File: config.mk
export PLATFORM = sky130hd
export DESIGN_NAME = format_spec_field_parser_core_flat
export DESIGN_NICKNAME = d
export VERILOG_FILES = /design/src/sv/fsp_pkg.sv /design/src/sv/fsp_if.sv /design/src/sv/format_spec_field_parser_core.sv /design/src/flat_wrapper.sv
export SDC_FILE = /design/constraint.sdc
export NUM_CORES = 1
export LEC_CHECK = 0
export ABC_AREA = 1
export CAP_MARGIN = 20
export CORE_ASPECT_RATIO = 0.7
export CORE_MARGIN = 2
export CORE_UTILIZATION = 40
export CTS_CLUSTER_SIZE = 25
export DETAILED_ROUTE_END_ITERATION = 7
export DONT_BUFFER_PORTS = 1
export GPL_ROUTABILITY_DRIVEN = 0
export PLACE_DENSITY = 0.52
export SYNTH_ARGS = -nofsm -noshare
export SYNTH_HDL_FRONTEND = slang
export SYNTH_SLANG_ARGS = --single-unit
File: constraint.sdc
create_clock -name clk -period 5.3 [get_ports clk]
set_clock_uncertainty 0.15 [all_clocks]
set_input_delay 0.795 -clock clk [delete_from_list [all_inputs] [get_ports clk]]
set_output_delay 0.795 -clock clk [all_outputs]
set_load 0.01 [all_outputs]
File: src/sv/fsp_pkg.sv
// Shared types, character codes and helpers for the format specifier field parser.
package fsp_pkg;

	localparam int unsigned NUM_BITS  = 16;
	localparam int unsigned MAX_FLAGS = 5;
	localparam int unsigned WIDE_W    = NUM_BITS + 4;
	localparam int unsigned CNT_W     = $clog2(MAX_FLAGS + 1);
	localparam int unsigned SLOT_W    = $clog2(MAX_FLAGS);

	localparam logic [NUM_BITS-1:0] SAT_MAX = '1;

	// Characters of interest
	localparam logic [7:0] CH_MINUS = 8'h2d;
	localparam logic [7:0] CH_PLUS  = 8'h2b;
	localparam logic [7:0] CH_SPACE = 8'h20;
	localparam logic [7:0] CH_HASH  = 8'h23;
	localparam logic [7:0] CH_ZERO  = 8'h30;
	localparam logic [7:0] CH_NINE  = 8'h39;
	localparam logic [7:0] CH_DOT   = 8'h2e;
	localparam logic [7:0] CH_LO_L  = 8'h6c;
	localparam logic [7:0] CH_LO_H  = 8'h68;
	localparam logic [7:0] CH_LO_J  = 8'h6a;
	localparam logic [7:0] CH_LO_Z  = 8'h7a;
	localparam logic [7:0] CH_LO_T  = 8'h74;
	localparam logic [7:0] CH_UP_L  = 8'h4c;

	// Flag codes
	localparam logic [2:0] FLAG_NONE  = 3'd0;
	localparam logic [2:0] FLAG_MINUS = 3'd1;
	localparam logic [2:0] FLAG_PLUS  = 3'd2;
	localparam logic [2:0] FLAG_SPACE = 3'd3;
	localparam logic [2:0] FLAG_HASH  = 3'd4;
	localparam logic [2:0] FLAG_ZERO  = 3'd5;

	// Length modifier codes
	localparam logic [3:0] LEN_NONE = 4'd0;
	localparam logic [3:0] LEN_L    = 4'd1;
	localparam logic [3:0] LEN_H    = 4'd2;
	localparam logic [3:0] LEN_J    = 4'd3;
	localparam logic [3:0] LEN_Z    = 4'd4;
	localparam logic [3:0] LEN_T    = 4'd5;
	localparam logic [3:0] LEN_UL   = 4'd6;
	localparam logic [3:0] LEN_LL   = 4'd7;
	localparam logic [3:0] LEN_HH   = 4'd8;

	typedef struct packed {
		logic [7:0] ch;
		logic       last;
	} spec_beat_t;

	typedef struct packed {
		logic [2:0]  flag_first;
		logic [2:0]  flag_second;
		logic [2:0]  flag_third;
		logic [2:0]  flag_fourth;
		logic [2:0]  flag_fifth;
		logic [15:0] field_width;
		logic [15:0] precision;
		logic [3:0]  length_mod;
		logic [7:0]  conv_type;
	} result_beat_t;

	function automatic logic is_digit(input logic [7:0] c);
		return (c >= CH_ZERO) && (c <= CH_NINE);
	endfunction

	// acc * 10 + digit, clamped at SAT_MAX
	function automatic logic [NUM_BITS-1:0] acc_digit(input logic [NUM_BITS-1:0] acc,
			input logic [7:0] c);
		logic [WIDE_W-1:0] ext;
		logic [WIDE_W-1:0] wide;
		ext  = {4'b0, acc};
		wide = (ext << 3) + (ext << 1) + WIDE_W'(c[3:0]);
		if (wide > {4'b0, SAT_MAX}) begin
			return SAT_MAX;
		end
		return wide[NUM_BITS-1:0];
	endfunction

endpackage

File: src/sv/fsp_if.sv
// Valid/ready channel interfaces for specifier characters and parsed results.
interface fsp_spec_if;
	import fsp_pkg::*;
	logic       valid;
	logic       ready;
	spec_beat_t data;

	modport source (output valid, output data, input ready);
	modport sink (input valid, input data, output ready);
endinterface

interface fsp_result_if;
	import fsp_pkg::*;
	logic         valid;
	logic         ready;
	result_beat_t data;

	modport source (output valid, output data, input ready);
	modport sink (input valid, input data, output ready);
endinterface

File: src/sv/format_spec_field_parser_core.sv
// Printf conversion specifier parser: one character per beat, one result per specifier.
//
// Channels: spec carries one raw character per beat with last marking the
// conversion type; result carries the parsed flags, width, precision, length
// modifier and type, one beat per specifier.
// Latency: the result beat is valid the cycle after the last character is
// accepted. Throughput: one character per cycle while spec.ready is high; the running
// parse state (previous char, flag slots, accumulators) is updated in that same cycle.
// A single result register sits between the sides: spec stays ready while
// the result register is empty or being drained in the same cycle.
// When the receiver stalls with a result pending, spec.ready drops and
// the parse state holds until the result beat is taken.
// Reset clears the parse state and the result valid; every specifier
// starts from the empty state, and the state clears again after each result.
module format_spec_field_parser_core (
	input  logic                 clk,
	input  logic                 arst_n,
	fsp_spec_if.sink             spec,
	fsp_result_if.source         result
);
	import fsp_pkg::*;

	logic [7:0]          prev_q;
	logic [2:0]          slot_q [MAX_FLAGS];
	logic [CNT_W-1:0]    flag_cnt_q;
	logic [NUM_BITS-1:0] width_acc_q;
	logic [NUM_BITS-1:0] prec_acc_q;
	logic                prec_on_q;
	logic                skip_q;
	logic [3:0]          len_q;

	logic [7:0]          prev_n;
	logic [2:0]          slot_n [MAX_FLAGS];
	logic [CNT_W-1:0]    flag_cnt_n;
	logic [NUM_BITS-1:0] width_acc_n;
	logic [NUM_BITS-1:0] prec_acc_n;
	logic                prec_on_n;
	logic                skip_n;
	logic [3:0]          len_n;

	logic                out_v_q;
	result_beat_t        out_q;
	logic                accept;

	assign spec.ready   = !out_v_q || result.ready;
	assign accept       = spec.valid && spec.ready;
	assign result.valid = out_v_q;
	assign result.data  = out_q;

	always_comb begin
		logic [7:0] c;
		logic       dig;
		logic       pdig;
		logic [2:0] code;
		logic       hit;
		c    = spec.data.ch;
		dig  = is_digit(c);
		pdig = is_digit(prev_q);
		hit  = 1'b0;

		// flags
		case (c)
			CH_MINUS: code = FLAG_MINUS;
			CH_PLUS:  code = FLAG_PLUS;
			CH_SPACE: code = FLAG_SPACE;
			CH_HASH:  code = FLAG_HASH;
			CH_ZERO:  code = (!pdig && prev_q != CH_DOT) ? FLAG_ZERO : FLAG_NONE;
			default:  code = FLAG_NONE;
		endcase
		for (int i = 0; i < MAX_FLAGS; i++) begin
			slot_n[i] = slot_q[i];
			if (CNT_W'(i) < flag_cnt_q && slot_q[i] == code) begin
				hit = 1'b1;
			end
		end
		flag_cnt_n = flag_cnt_q;
		if (code != FLAG_NONE && !hit && flag_cnt_q < CNT_W'(MAX_FLAGS)) begin
			for (int i = 0; i < MAX_FLAGS; i++) begin
				if (CNT_W'(i) == flag_cnt_q) begin
					slot_n[i] = code;
				end
			end
			flag_cnt_n = flag_cnt_q + 1'b1;
		end

		// width: a dot starts skipping, the first non-digit after it is passed over
		skip_n      = skip_q;
		width_acc_n = width_acc_q;
		if (skip_q) begin
			if (!dig) begin
				skip_n = 1'b0;
			end
		end else if (c == CH_DOT) begin
			skip_n = 1'b1;
		end else if (dig) begin
			width_acc_n = pdig ? acc_digit(width_acc_q, c) : NUM_BITS'(c[3:0]);
		end

		// precision
		prec_on_n  = prec_on_q;
		prec_acc_n = prec_acc_q;
		if (c == CH_DOT) begin
			prec_on_n  = 1'b1;
			prec_acc_n = '0;
		end else if (prec_on_q && dig) begin
			prec_acc_n = acc_digit(prec_acc_q, c);
		end else begin
			prec_on_n = 1'b0;
		end

		// length modifier
		len_n = len_q;
		if (c == CH_LO_L && prev_q == CH_LO_L) begin
			len_n = LEN_LL;
		end else if (c == CH_LO_H && prev_q == CH_LO_H) begin
			len_n = LEN_HH;
		end else begin
			case (c)
				CH_LO_L: len_n = LEN_L;
				CH_LO_H: len_n = LEN_H;
				CH_LO_J: len_n = LEN_J;
				CH_LO_Z: len_n = LEN_Z;
				CH_LO_T: len_n = LEN_T;
				CH_UP_L: len_n = LEN_UL;
				default: len_n = len_q;
			endcase
		end

		prev_n = c;
	end

	always_ff @(posedge clk or negedge arst_n) begin
		if (!arst_n) begin
			prev_q      <= '0;
			flag_cnt_q  <= '0;
			width_acc_q <= '0;
			prec_acc_q  <= '0;
			prec_on_q   <= 1'b0;
			skip_q      <= 1'b0;
			len_q       <= LEN_NONE;
			out_v_q     <= 1'b0;
			for (int i = 0; i < MAX_FLAGS; i++) begin
				slot_q[i] <= FLAG_NONE;
			end
		end else begin
			// hold a pending result until taken, raise it on a last character
			out_v_q <= (accept && spec.data.last) || (out_v_q && !result.ready);
			if (accept) begin
				if (spec.data.last) begin
					// emit and clear the state for the next specifier
					prev_q      <= '0;
					flag_cnt_q  <= '0;
					width_acc_q <= '0;
					prec_acc_q  <= '0;
					prec_on_q   <= 1'b0;
					skip_q      <= 1'b0;
					len_q       <= LEN_NONE;
					for (int i = 0; i < MAX_FLAGS; i++) begin
						slot_q[i] <= FLAG_NONE;
					end
				end else begin
					prev_q      <= prev_n;
					flag_cnt_q  <= flag_cnt_n;
					width_acc_q <= width_acc_n;
					prec_acc_q  <= prec_acc_n;
					prec_on_q   <= prec_on_n;
					skip_q      <= skip_n;
					len_q       <= len_n;
					for (int i = 0; i < MAX_FLAGS; i++) begin
						slot_q[i] <= slot_n[i];
					end
				end
			end
		end
	end

	always_ff @(posedge clk) begin
		if (accept && spec.data.last) begin
			out_q.flag_first  <= slot_n[0];
			out_q.flag_second <= slot_n[1];
			out_q.flag_third  <= slot_n[2];
			out_q.flag_fourth <= slot_n[3];
			out_q.flag_fifth  <= slot_n[4];
			out_q.field_width <= 16'(width_acc_n);
			out_q.precision   <= 16'(prec_acc_n);
			out_q.length_mod  <= len_n;
			out_q.conv_type   <= spec.data.ch;
		end
	end

`ifndef NO_ASSERTIONS
	a_clear_after_last: assert property (@(posedge clk) disable iff (!arst_n)
		accept && spec.data.last |=> flag_cnt_q == '0 && width_acc_q == '0 && !skip_q)
		else $error("parse state not cleared after last character");

	a_flag_cnt_range: assert property (@(posedge clk) disable iff (!arst_n)
		flag_cnt_q <= CNT_W'(MAX_FLAGS))
		else $error("flag count beyond slot count");

	a_no_result_mid_spec: assert property (@(posedge clk) disable iff (!arst_n)
		accept && !spec.data.last && !out_v_q |=> !out_v_q)
		else $error("result raised without a last character");

	a_flags_packed: assert property (@(posedge clk) disable iff (!arst_n)
		out_v_q |-> (out_q.flag_first != FLAG_NONE || out_q.flag_second == FLAG_NONE)
			&& (out_q.flag_fourth != FLAG_NONE || out_q.flag_fifth == FLAG_NONE))
		else $error("flag slots not filled in order");

	a_len_code: assert property (@(posedge clk) disable iff (!arst_n)
		out_v_q |-> out_q.length_mod <= LEN_HH)
		else $error("length modifier code out of range");
`endif

endmodule

File: src/flat_wrapper.sv
// flat-port wrapper written by rule: the top's interface ports become plain ports
module format_spec_field_parser_core_flat import fsp_pkg::*;
  (clk, arst_n, spec_valid, spec_data, spec_ready, result_valid, result_data, result_ready);
  fsp_spec_if spec_i ();
  fsp_result_if result_i ();
  input  logic clk;
  input  logic arst_n;
  input wire logic [$bits(spec_i.valid)-1:0] spec_valid;
  input wire logic [$bits(spec_i.data)-1:0] spec_data;
  output wire logic [$bits(spec_i.ready)-1:0] spec_ready;
  output wire logic [$bits(result_i.valid)-1:0] result_valid;
  output wire logic [$bits(result_i.data)-1:0] result_data;
  input wire logic [$bits(result_i.ready)-1:0] result_ready;
  assign spec_i.valid = spec_valid;
  assign spec_i.data = spec_data;
  assign spec_ready = spec_i.ready;
  assign result_valid = result_i.valid;
  assign result_data = result_i.data;
  assign result_i.ready = result_ready;
  format_spec_field_parser_core u_core (.clk(clk), .arst_n(arst_n), .spec(spec_i), .result(result_i));
endmodule
Yosys cells after proc, flatten, opt, wreduce, memory -nomap -nowiden
Cells that the tools add are included.

Reductions and logical operators: 27. Divide/modulo/power cells: 0. Equal/unequal tests: 25. Order comparisons: 12. Shift-type cells: 0. Bitwise operators: 0. Multipliers: 0. Muxes and demuxes: 47. Add/sub/neg operators: 5.

Operators with widths (number): $mux 16 (12); $eq 8x7->1 const B (8); $eq 8x6->1 const B (6); $add 19x17->20 (2); $add 20x4->20 (2); $gt 20x16->1 const B (2); $mux 15 (2); $mux 3 (8); $pmux 4 s6 (1); $mux 1 (19); $ge 8x6->1 const B (2); $le 8x6->1 const B (2); $logic_and 1x1->1 (16); $eq 3x3->1 (5); $pmux 3 s5 (1); $mux 4 (3); $mux 8 (1); $ne 8x6->1 const B (1); $eq 2x3->1 const A (2); $lt 1x3->1 const A (2); $lt 2x3->1 const A (2); $logic_not 1->1 (4); $reduce_and 2->1 (2); $add 3x1->3 const B (1); 9 further kinds (10).

Output and inout port bits: 61. Memories kept: 0. RAM bits: 0. Latch bits: 0. Logic and storage cells: 138. ROM bits: 0. Register bits after elaboration: 124.

Longest topological paths before layout
Gate-level depths: netlist (run 1).

Depth in word-level cells: 18. Gate-level depth with buffers: 18.

Worst setup path before layout (run 1)
Ideal clock, no wire load.

Kind: input to register. Start: input port result_ready. End: register u_core.flag_cnt_q[2]. Stages on the path: 7. Library setup time: 0.121 ns. Required time: 5.029 ns. Data arrival time: 4.424 ns. Path buffers: 0. Setup slack: 0.605 ns. Cell sequence: inv_1 > nand2_1 > nand2_1 > nor2_1 > inv_1 > nand3_1 > nand2_1.

Cells in the longest elaborated chain, start to end: 3.

Ends and longest elaborated chain: from (decl) (line flat_wrapper.sv:13) `input wire logic [$bits(result_i.ready)-1:0] result_ready;`; $logic_or 1x1->1 (line format_spec_field_parser_core.sv:45) `assign spec.ready = !out_v_q || result.ready;`; net spec_ready (line flat_wrapper.sv:10) `output wire logic [$bits(spec_i.ready)-1:0] spec_ready;`; $logic_and 1x1->1 (line format_spec_field_parser_core.sv:46) `assign accept = spec.valid && spec.ready;`; $reduce_and 2->1 (no line); to (signal assigned) (line format_spec_field_parser_core.sv:163) `flag_cnt_q <= flag_cnt_n;`; to (decl) (line format_spec_field_parser_core.sv:25) `logic [CNT_W-1:0] flag_cnt_q;`.

The timed path passes the listed nets, and every way through them passes these cells. A chain may end at the register's enable or synchronous reset.

Worst setup path in the final report (run 1)
Start: register u_core.width_acc_q[0]. End: register u_core.out_q (netlist bit u_core.result.data[31]), data pin.

Cells in the longest elaborated chain, start to end: 12.

Ends and longest elaborated chain: from (decl) (line format_spec_field_parser_core.sv:26) `logic [NUM_BITS-1:0] width_acc_q;`; from (signal assigned) (line format_spec_field_parser_core.sv:164) `width_acc_q <= width_acc_n;`; $add 19x17->20 * (line fsp_pkg.sv:73) `wide = (ext << 3) + (ext << 1) + WIDE_W'(c[3:0]);`; $add 20x4->20 * (line fsp_pkg.sv:73); $gt 20x16->1 (line fsp_pkg.sv:74) `if (wide > {4'b0, SAT_MAX}) begin`; $mux 1 (line fsp_pkg.sv:74); $mux 1 (line format_spec_field_parser_core.sv:95) `end else if (dig) begin`; $mux 1 (line format_spec_field_parser_core.sv:93) `end else if (c == CH_DOT) begin`; $mux 1 (line format_spec_field_parser_core.sv:89) `if (skip_q) begin`; $mux 16 * (line fsp_pkg.sv:77) `return wide[NUM_BITS-1:0];`; $mux 16 * (line format_spec_field_parser_core.sv:96) `width_acc_n = pdig ? acc_digit(width_acc_q, c) : NUM_BITS'(c[3:0]);`; $mux 16 * (line format_spec_field_parser_core.sv:95); $mux 16 * (line format_spec_field_parser_core.sv:93); $mux 16 * (line format_spec_field_parser_core.sv:89); net u_core.width_acc_n[3] (line format_spec_field_parser_core.sv:35) `logic [NUM_BITS-1:0] width_acc_n;`; to (decl) (line format_spec_field_parser_core.sv:42) `result_beat_t out_q;`.

Mark *: on every way through the listed nets, which the timed path passes. The rest lies on a longest branch. The select of a mux whose other input is x is not followed.

==> impl_metrics.json, run 1 <==
{
  "tns_ns": 0,
  "hold_buffers": 1,
  "syn-num-nets": 1183,
  "power_density_mw_per_mm2": 257,
  "fmax_mhz": 295,
  "leakagePower_nw": 4.89,
  "power_frac_comb_pct": 5.7,
  "clock_latency_ns": 0.44,
  "reg2reg_from": "u_core.width_acc_q[0]$_DFFE_PN0P_",
  "yosysSeqAreaShare_pct": 40.4,
  "worst_pin_slew_ns": 0.819,
  "crit_buf_inv": 0,
  "pwr-share-clk_pct": 50.2,
  "first_iter_violations": 590,
  "peakVddDrop_v": 0.000198,
  "h-tree-depth": 4,
  "rsz0062_at_grt": "false",
  "crit_arrival_ns": 3.43,
  "avgRoutedWirePerCell_um": 16.1,
  "r2r_cells": 15,
  "fill_cells": 2088,
  "cp_max_fo": 9,
  "r2r_slack_ns": 1.91,
  "cts.sinks": 124,
  "first_pass_iters": 5,
  "crit_type": "flip-flop to flip-flop",
  "antenna_found_initial": 0,
  "vias_per_cell": 5.11,
  "status": "finished clean",
  "ys.flop_type": "dfrtp_1",
  "layout_commonest_cell": "nand2_1",
  "grt_max_degree": 66,
  "grt_overflow": 0,
  "core_area_mm2": 0.0207,
  "grt_first_pass_wirelength_um": 37000,
  "finalHoldViolCount": 0,
  "start_kind": "flip-flop",
  "cpMostUsedCell": "nand2_1",
  "num_antenna_cells": 0,
  "post-route-min-period_ns": 3.39,
  "globalRouteTotalUtil_pct": 21.4,
  "swShare_pct": 24.9,
  "intPower_mw": 1.81,
  "ys_ff_latch": 124,
  "synth_area_leaders": "edfxtp_1, dfrtp_1, nand2_1",
  "cts-resized-gates": 0,
  "slew_viol_final": 0,
  "layout-drive-gt1-share_pct": 6.70,
  "cts_inserted_buffers": 17,
  "syn_inst": 1101,
  "critPathTopFamily": "simple AND/OR/NAND/NOR gates",
  "final_cell_mix": "nand2_1, inv_1, nand3_1",
  "cts.path.max_buffers": 2,
  "hold_class": "input port to asynchronous set/reset pin",
  "clockRootBuffer": "clkbuf_16",
  "drc_errors": 0,
  "clk_pin_slew_ns": 0.06,
  "die-height_um": 125,
  "start_util_pct": 40.7,
  "synth-edff-count": 59,
  "final_antenna_net_count": 0,
  "rows": 44,
  "grt_pass1_vias": 6686,
  "postCtsSetupRepairBufs": 0,
  "synth_area_leader_cell": "edfxtp_1",
  "rr_endpoint": "u_core.result.data[31]$_DFFE_PP_",
  "netSwitchingPower_uw": 602,
  "nNetsFinal": 1189,
  "dieArea_mm2": 0.0222,
  "relSlewSlack_pct": 45.2,
  "multi_input_area_mm2": 0.00449,
  "synth.distinct_cells": 43,
  "critPathMaxStageDelay_ns": 0.43,
  "netlist_area_mm2": 0.00842,
  "area_growth_pct": 11.4,
  "crit_path_end_kind": "flip-flop",
  "slowest_stage": "dfrtp_1",
  "synth_area_per_cell_um2": 7.64,
  "dpl_cell_area_mm2": 0.00873,
  "finalCritPeriodShare_pct": 63.9,
  "wirelength_um": 22500,
  "drv_cap": 0,
  "worstPathRequired_ns": 5.34,
  "vias": 7133,
  "p_seq_share_pct": 44.0,
  "async_flop_share_pct": 52.4,
  "hpwlAfterDp_um": 15900,
  "io_pins": 74,
  "setup_viol": 0,
  "synth_top_area_share_pct": 21.0,
  "final_area_mm2": 0.00937,
  "ys_warn_count": 0,
  "fp.dieW_um": 177,
  "io_buffer_count": 0,
  "cts_tree": "done",
  "crit_chain": "fa_1 -> ha_1 -> a21oi_1 -> nand2_1 -> nand2_1 -> nand2_1 -> nand2_1 -> nand2_1 -> nand2_1 -> nand2_1 -> nor2_1 -> nand2_1 -> nand2_1 -> nand3_1 -> and2_1",
  "ff_latch_area_mm2": 0.00340
}
-- per-stage QoR --
stage          setup WS [ns]  hold slack (ns)  power (mW)  util [%]  instances
3_3_place_gp            1.58            0.328        1.21      42.2       1362
6_report                1.91           0.0963        2.41      45.3       1396
4_1_cts                 1.92            0.104        2.44      45.2       1395
5_1_grt                 1.56            0.118        2.50      45.3       1396
3_5_place_dp            1.55            0.331        1.21      42.2       1362
2_1_floorplan          0.605            0.299        1.17         -       1101
-- state kept, by name, summed over array words and instances (netlist names) --
| signal | cells |
|---|---|
| u_core.result.data | 59 |
| u_core.prec_acc_q | 16 |
| u_core.width_acc_q | 16 |
| u_core.slot_q | 15 |
| u_core.prev_q | 8 |
| u_core.len_q | 4 |
| u_core.flag_cnt_q | 3 |
| u_core.prec_on_q | 1 |
| u_core.result.valid | 1 |
| u_core.skip_q | 1 |
-- cell families (layout without fill, tap and decap cells) --
family	after synthesis	after routing	share of synthesized area [%]
compound gates	131	131	9.10
xor+xnor	16	16	1.66
fa+ha+maj	69	69	10.6
buf+inv	141	160	6.53
flops	124	124	40.4
simple gates	620	620	31.7
-- power by group through the flow --
stage	clock, mW	sequential (mW)	combinational (mW)
after floorplan	0	1.08	0.0913
after global placement	0	1.08	0.126
after detailed placement	0	1.08	0.126
after CTS	1.24	1.06	0.140
after global routing	1.27	1.07	0.157
final	1.21	1.06	0.138
-- cell usage after synthesis (4+ instances only) --
cell type and n:
nor2_4 4, xor2_1 10, nor2_1 76, nand4_1 9
o22ai_1 5, o21bai_1 7, nor3_1 9, o21a_1 15
o21ai_0 48, nand3b_1 5, buf_2 4, inv_1 111
a31oi_1 4, o211ai_1 4, and2_1 5, fa_1 4
edfxtp_1 59, inv_2 6, nand3_1 111, nand2_1 379
clkbuf_1 16, dfrtp_1 65, or2_2 6, nand2_2 5
xnor2_1 6, a21oi_1 38, ha_1 65
-- how the worst max path moves through the flow --
stage | startpoint | end | slack (ns) | cells after the start
floorplan | result_ready | u_core.flag_cnt_q[2]$_DFFE_PN0P_ | 0.60 | 7
global placement | spec_data[4] | u_core.result.data[14]$_DFFE_PP_ | 1.58 | 15
detailed placement | spec_data[4] | u_core.result.data[31]$_DFFE_PP_ | 1.55 | 15
CTS | u_core.width_acc_q[0]$_DFFE_PN0P_ | u_core.result.data[31]$_DFFE_PP_ | 1.92 | 15
global route | u_core.width_acc_q[0]$_DFFE_PN0P_ | u_core.result.data[31]$_DFFE_PP_ | 1.56 | 15
finish | u_core.width_acc_q[0]$_DFFE_PN0P_ | u_core.result.data[31]$_DFFE_PP_ | 1.91 | 15
-- layout make-up --
class                           count  share of cell area [%]
Clock buffer                       18                    4.58
Clock inverter                     14                    1.83
Inverter                          118                    4.73
Multi-Input combinational cell    836                    47.9
Sequential cell                   124                    36.3
Tap cell                          276                    3.68
Timing Repair Buffer               10                    1.05
-- per-layer routing --
| layer | routed length, µm | vias to the layer above | GRT usage, % | part of all wire (%) |
|---|---|---|---|---|
| met5 | 0 | - | 0 | 0 |
| met4 | 164 | 0 | 5.06 | 0.73 |
| met3 | 1580 | 15 | 5.93 | 7.0 |
| met2 | 8720 | 192 | 28.0 | 39 |
| met1 | 12000 | 3291 | 34.0 | 54 |
| li1 | - | 3635 | - | - |
(Power assumes the default switching activity.)
==> run 2: changes to the inputs <==
==> constraint.sdc (replaced) <==
create_clock -name clk -period 3.2 [get_ports clk]
set_clock_uncertainty 0.15 [all_clocks]
set_input_delay 0.48 -clock clk [delete_from_list [all_inputs] [get_ports clk]]
set_output_delay 0.48 -clock clk [all_outputs]
set_load 0.01 [all_outputs]
==> impl_metrics.json, run 2 (synthesis gave the netlist of run 1 again) <==
{
  "first_pass_iters": 5,
  "whs_path_depth": 1,
  "layout_commonest_cell": "nand2_1",
  "cp_max_fo": 8,
  "slew_viol_final": 0,
  "antenna_found_initial": 0,
  "vias": 7307,
  "clock_latency_ns": 0.43,
  "h-tree-depth": 4,
  "wirelength_um": 23300,
  "area_growth_pct": 15.3,
  "start_kind": "flip-flop",
  "clockRootBuffer": "clkbuf_16",
  "crit_type": "flip-flop to flip-flop",
  "num_antenna_cells": 0,
  "core_area_mm2": 0.0207,
  "layout-drive-gt1-share_pct": 9.23,
  "final_area_mm2": 0.00971,
  "post-route-min-period_ns": 3.03,
  "nNetsFinal": 1217,
  "dieArea_mm2": 0.0222,
  "worst_pin_slew_ns": 0.720,
  "final_antenna_net_count": 0,
  "cts_tree": "done",
  "largest_register_ffs": 59,
  "clk_pin_slew_ns": 0.06,
  "status": "finished clean",
  "grt_max_degree": 66,
  "hold_class": "input port to flip-flop",
  "rows": 44,
  "grt_first_pass_wirelength_um": 37900,
  "cts_inserted_buffers": 17,
  "cts.sinks": 124,
  "relSlewSlack_pct": 51.7,
  "die-height_um": 125,
  "avgRoutedWirePerCell_um": 16.4,
  "peakVddDrop_v": 0.000321,
  "rr_endpoint": "u_core.result.data[23]$_DFFE_PP_",
  "hp-start": "spec_data[6]",
  "reg2reg_from": "u_core.prec_acc_q[0]$_DFFE_PN0P_",
  "leakagePower_nw": 5.05,
  "holdPathEnd": "u_core.prev_q[5]$_DFFE_PN0P_",
  "worstPathRequired_ns": 3.23,
  "first_iter_violations": 605,
  "drc_errors": 0,
  "place_ws_ns": -0.00896,
  "fmax_mhz": 330,
  "drv_cap": 0,
  "dpl_cell_area_mm2": 0.00887,
  "r2r_cells": 15,
  "globalRouteTotalUtil_pct": 21.9,
  "vias_per_cell": 5.13,
  "hpwlAfterDp_um": 16400,
  "final_cell_mix": "nand2_1, inv_1, nand3_1",
  "finalCritPeriodShare_pct": 94.8,
  "crit_arrival_ns": 3.07,
  "grt_overflow": 0,
  "r2r_slack_ns": 0.17,
  "fin_ws_ns": 0.166,
  "cts.path.max_buffers": 2,
  "io_pins": 74,
  "setup_viol": 0,
  "power_density_mw_per_mm2": 428,
  "finalHoldViolCount": 0,
  "io_buffer_count": 0,
  "start_util_pct": 40.7,
  "fp.dieW_um": 177,
  "crit_path_end_kind": "flip-flop",
  "grt_pass1_vias": 6818
}
## run 2: how the worst max path moves through the flow
stage / from / end / slack [ns] / cells past startpoint
after floorplan: spec_data[4] / u_core.result.data[15]$_DFFE_PP_ / 0.02 / 15
after global placement: spec_data[4] / u_core.result.data[12]$_DFFE_PP_ / -0.07 / 12
after detailed placement: spec_data[4] / u_core.result.data[25]$_DFFE_PP_ / -0.009 / 12
after CTS: u_core.prec_acc_q[0]$_DFFE_PN0P_ / u_core.result.data[25]$_DFFE_PP_ / 0.03 / 12
after global routing: u_core.prec_acc_q[0]$_DFFE_PN0P_ / u_core.result.data[24]$_DFFE_PP_ / -0.05 / 15
final: u_core.prec_acc_q[0]$_DFFE_PN0P_ / u_core.result.data[23]$_DFFE_PP_ / 0.17 / 15
## run 2: what timing repair did
action                                  4_1_cts  5_1_grt
gates resized for setup                       0       24
buffers inserted                              0        4
hold buffers                                 10        0
hold endpoints to repair                     73        0
endpoints found under the setup margin        0       54
## run 2: metal layers
layer,routed length (µm),global-route usage [%]
met1,12600,35.7
met3,1590,5.41
met5,0,0
met2,8940,28.6
met4,200,4.58
## run 2: worst max-delay path: stages (launching register included)
cell	delay, ns
dfrtp_2	0.42
fa_1	0.56
inv_1	0.06
fa_2	0.36
nand3b_1	0.17
nand2_1	0.10
nand3_1	0.10
nand2_2	0.10
nand3_1	0.09
nand3_1	0.09
nand2_1	0.07
nor2_2	0.14
buf_6	0.16
nand3_1	0.10
nand2_1	0.07
inv_1	0.04
## run 2: through the flow
step	power [mW]	cells	setup TNS, ns	hold slack [ns]	utilization (%)
floorplan	1.93	1101	0	0.0344	-
global placement	2.01	1378	-0.911	0.0377	42.8
detailed placement	2.01	1378	-0.0116	0.0378	42.8
CTS	4.19	1420	0	0.0164	46.5
global route	4.29	1424	-0.168	0.0169	46.9
finish	4.16	1424	0	0.0391	46.9
## run 2: cell type report
class,instances,area (µm²)
Fill cell,2066,11000
Clock inverter,13,196
Inverter,118,443
Tap cell,276,345
Clock buffer,19,443
Sequential cell,124,3400
Multi-Input combinational cell,836,4530
Timing Repair Buffer,38,348
## run 2: report_power, final
group,switching (mW),internal [mW]
sequential,0.0422,1.72
combinational,0.178,0.0743
clock,0.747,1.39
total,0.967,3.19
==> run 3: changes to the inputs <==
--- a/config.mk
+++ b/config.mk
@@ -14,7 +14,7 @@
 export DETAILED_ROUTE_END_ITERATION = 7
 export DONT_BUFFER_PORTS = 1
 export GPL_ROUTABILITY_DRIVEN = 0
-export PLACE_DENSITY = 0.52
+export PLACE_DENSITY = 0.65
 export SYNTH_ARGS = -nofsm -noshare
 export SYNTH_HDL_FRONTEND = slang
 export SYNTH_SLANG_ARGS = --single-unit
==> impl_metrics.json, run 3 (synthesis gave the netlist of run 1 again) <==
{
  "status": "finished clean",
  "crit_chain": "fa_1 -> fa_1 -> nand4_1 -> nand2_1 -> nand3_1 -> nand2_1 -> nand2_1 -> nand2_1 -> nor2_2 -> nand2_2 -> nand2_2 -> nand3_1 -> and2_1",
  "finalCritPeriodShare_pct": 94.5,
  "reg2reg_from": "u_core.width_acc_q[0]$_DFFE_PN0P_",
  "slew_viol_final": 0,
  "critPathMaxStageDelay_ns": 0.53,
  "drc_errors": 0,
  "cts_inserted_buffers": 17,
  "worst_pin_slew_ns": 0.759,
  "vias_per_cell": 5.17,
  "avgRoutedWirePerCell_um": 15.4,
  "largest_register_ffs": 59,
  "first_pass_iters": 6,
  "die-height_um": 125,
  "grt_pass1_vias": 6606,
  "grt_max_degree": 66,
  "grt_first_pass_wirelength_um": 35300,
  "fill_cells": 2032,
  "post-route-min-period_ns": 3.02,
  "start_kind": "flip-flop",
  "hp-start": "spec_data[6]",
  "cp_max_fo": 5,
  "cts.path.max_buffers": 2,
  "peakVddDrop_v": 0.000369,
  "postCtsSetupRepairBufs": 0,
  "hpwlAfterDp_um": 15800,
  "clock_latency_ns": 0.42,
  "fp.dieW_um": 177,
  "power_density_mw_per_mm2": 406,
  "post-route-util_pct": 46.4,
  "cts.sinks": 124,
  "layout-drive-gt1-share_pct": 9.09,
  "start_util_pct": 40.7,
  "crit_path_end_kind": "flip-flop",
  "fmax_mhz": 331,
  "globalRouteTotalUtil_pct": 20.1,
  "cpMostUsedCell": "nand2_1",
  "whs_path_depth": 1,
  "worstPathRequired_ns": 3.22,
  "crit_type": "flip-flop to flip-flop",
  "clk_pin_slew_ns": 0.06,
  "multi_input_area_mm2": 0.00453,
  "setup_viol": 0,
  "finalHoldViolCount": 0,
  "critPathLaunch": "u_core.width_acc_q[0]$_DFFE_PN0P_",
  "crit_arrival_ns": 3.05,
  "nNetsFinal": 1213,
  "r2r_cells": 13,
  "relSlewSlack_pct": 49.2,
  "holdWs_ns": 0.0559,
  "num_antenna_cells": 0,
  "io_pins": 74,
  "rows": 44,
  "cts_tree": "done",
  "grt_overflow": 0,
  "h-tree-depth": 4,
  "area_growth_pct": 14.0,
  "vias": 7345,
  "drv_cap": 0,
  "antenna_found_initial": 1,
  "clockRootBuffer": "clkbuf_16",
  "slowest_stage": "fa_1",
  "wirelength_um": 21900,
  "layout_commonest_cell": "nand2_1",
  "ff_latch_area_mm2": 0.00340,
  "io_buffer_count": 0,
  "first_iter_violations": 671,
  "dieArea_mm2": 0.0222,
  "leakagePower_nw": 4.99,
  "core_area_mm2": 0.0207,
  "final_cell_mix": "nand2_1, inv_1, nand3_1",
  "final_antenna_net_count": 0,
  "hold_class": "input port to flip-flop"
}
run 3: changes by cell type in the layout (fill, tap and decap cells not counted), moves of 2 or more:
cell        before  now
a21oi_1         37   35
a21oi_2          1    3
buf_4           25   21
bufinv_16        5    2
clkinv_1         4    1
clkinvlp_4       1    6
o21ai_0         40   44
o21ai_1          8    5
run 3: through the flow:
stage	std cells	power [mW]	setup slack, ns	cell area, µm²	TNS, ns
final	1420	3.90	0.175	9600	0
after global placement	1377	1.99	0.0655	8850	0
after floorplan	1101	1.93	0.0199	8430	0
after detailed placement	1377	2.00	0.00266	8850	0
after global routing	1420	4.04	-0.00111	9600	-0.00124
after CTS	1418	3.93	0.0470	9530	0
run 3: worst max-delay path, delay by kind of cell, from the launching register on:
kind	cells	cell delay, ns
and+or+nand+nor	11	1.18
DFF	1	0.43
adders and majority gates	2	1.03
run 3: worst paths after layout:
check	endpoint	slack, ns
max in group asynchronous	u_core.prec_acc_q[0]$_DFFE_PN0P_	2.09
worst max register to register	u_core.result.data[30]$_DFFE_PP_	0.18
worst min-delay path	u_core.prev_q[5]$_DFFE_PN0P_	0.06
worst min register to register	u_core.skip_q$_DFFE_PN0P_	0.32
min in group asynchronous	u_core.prev_q[4]$_DFFE_PN0P_	0.51
worst max-delay path	u_core.result.data[30]$_DFFE_PP_	0.18
run 3: what timing repair did:
| item | in CTS | in global routing |
|---|---|---|
| hold buffers | 9 | 1 |
| resized for setup | 0 | 21 |
| setup endpoints to repair | 0 | 56 |
| hold endpoints to repair | 72 | 1 |
run 3: metal layers:
metal | global-route usage, % | up-vias | share of wire [%]
li1 | - | 3684 | -
met1 | 31.5 | 3388 | 50
met2 | 28.3 | 259 | 42
met3 | 4.14 | 14 | 7.3
met4 | 4.34 | 0 | 0.94
met5 | 0 | - | 0
run 3: area by class of cell:
class                      count  area share (%)
multi-input combinational    837            47.2
clock inverter                14            1.53
clock buffer                  18            4.47
tap                          276            3.60
timing repair buffer          33            3.10
inverter                     118            4.62
sequential                   124            35.4
run 3: where the power goes:
part	internal (mW)	switching (mW)
Combinational	0.0687	0.169
Clock	1.15	0.752
Sequential	1.72	0.0413
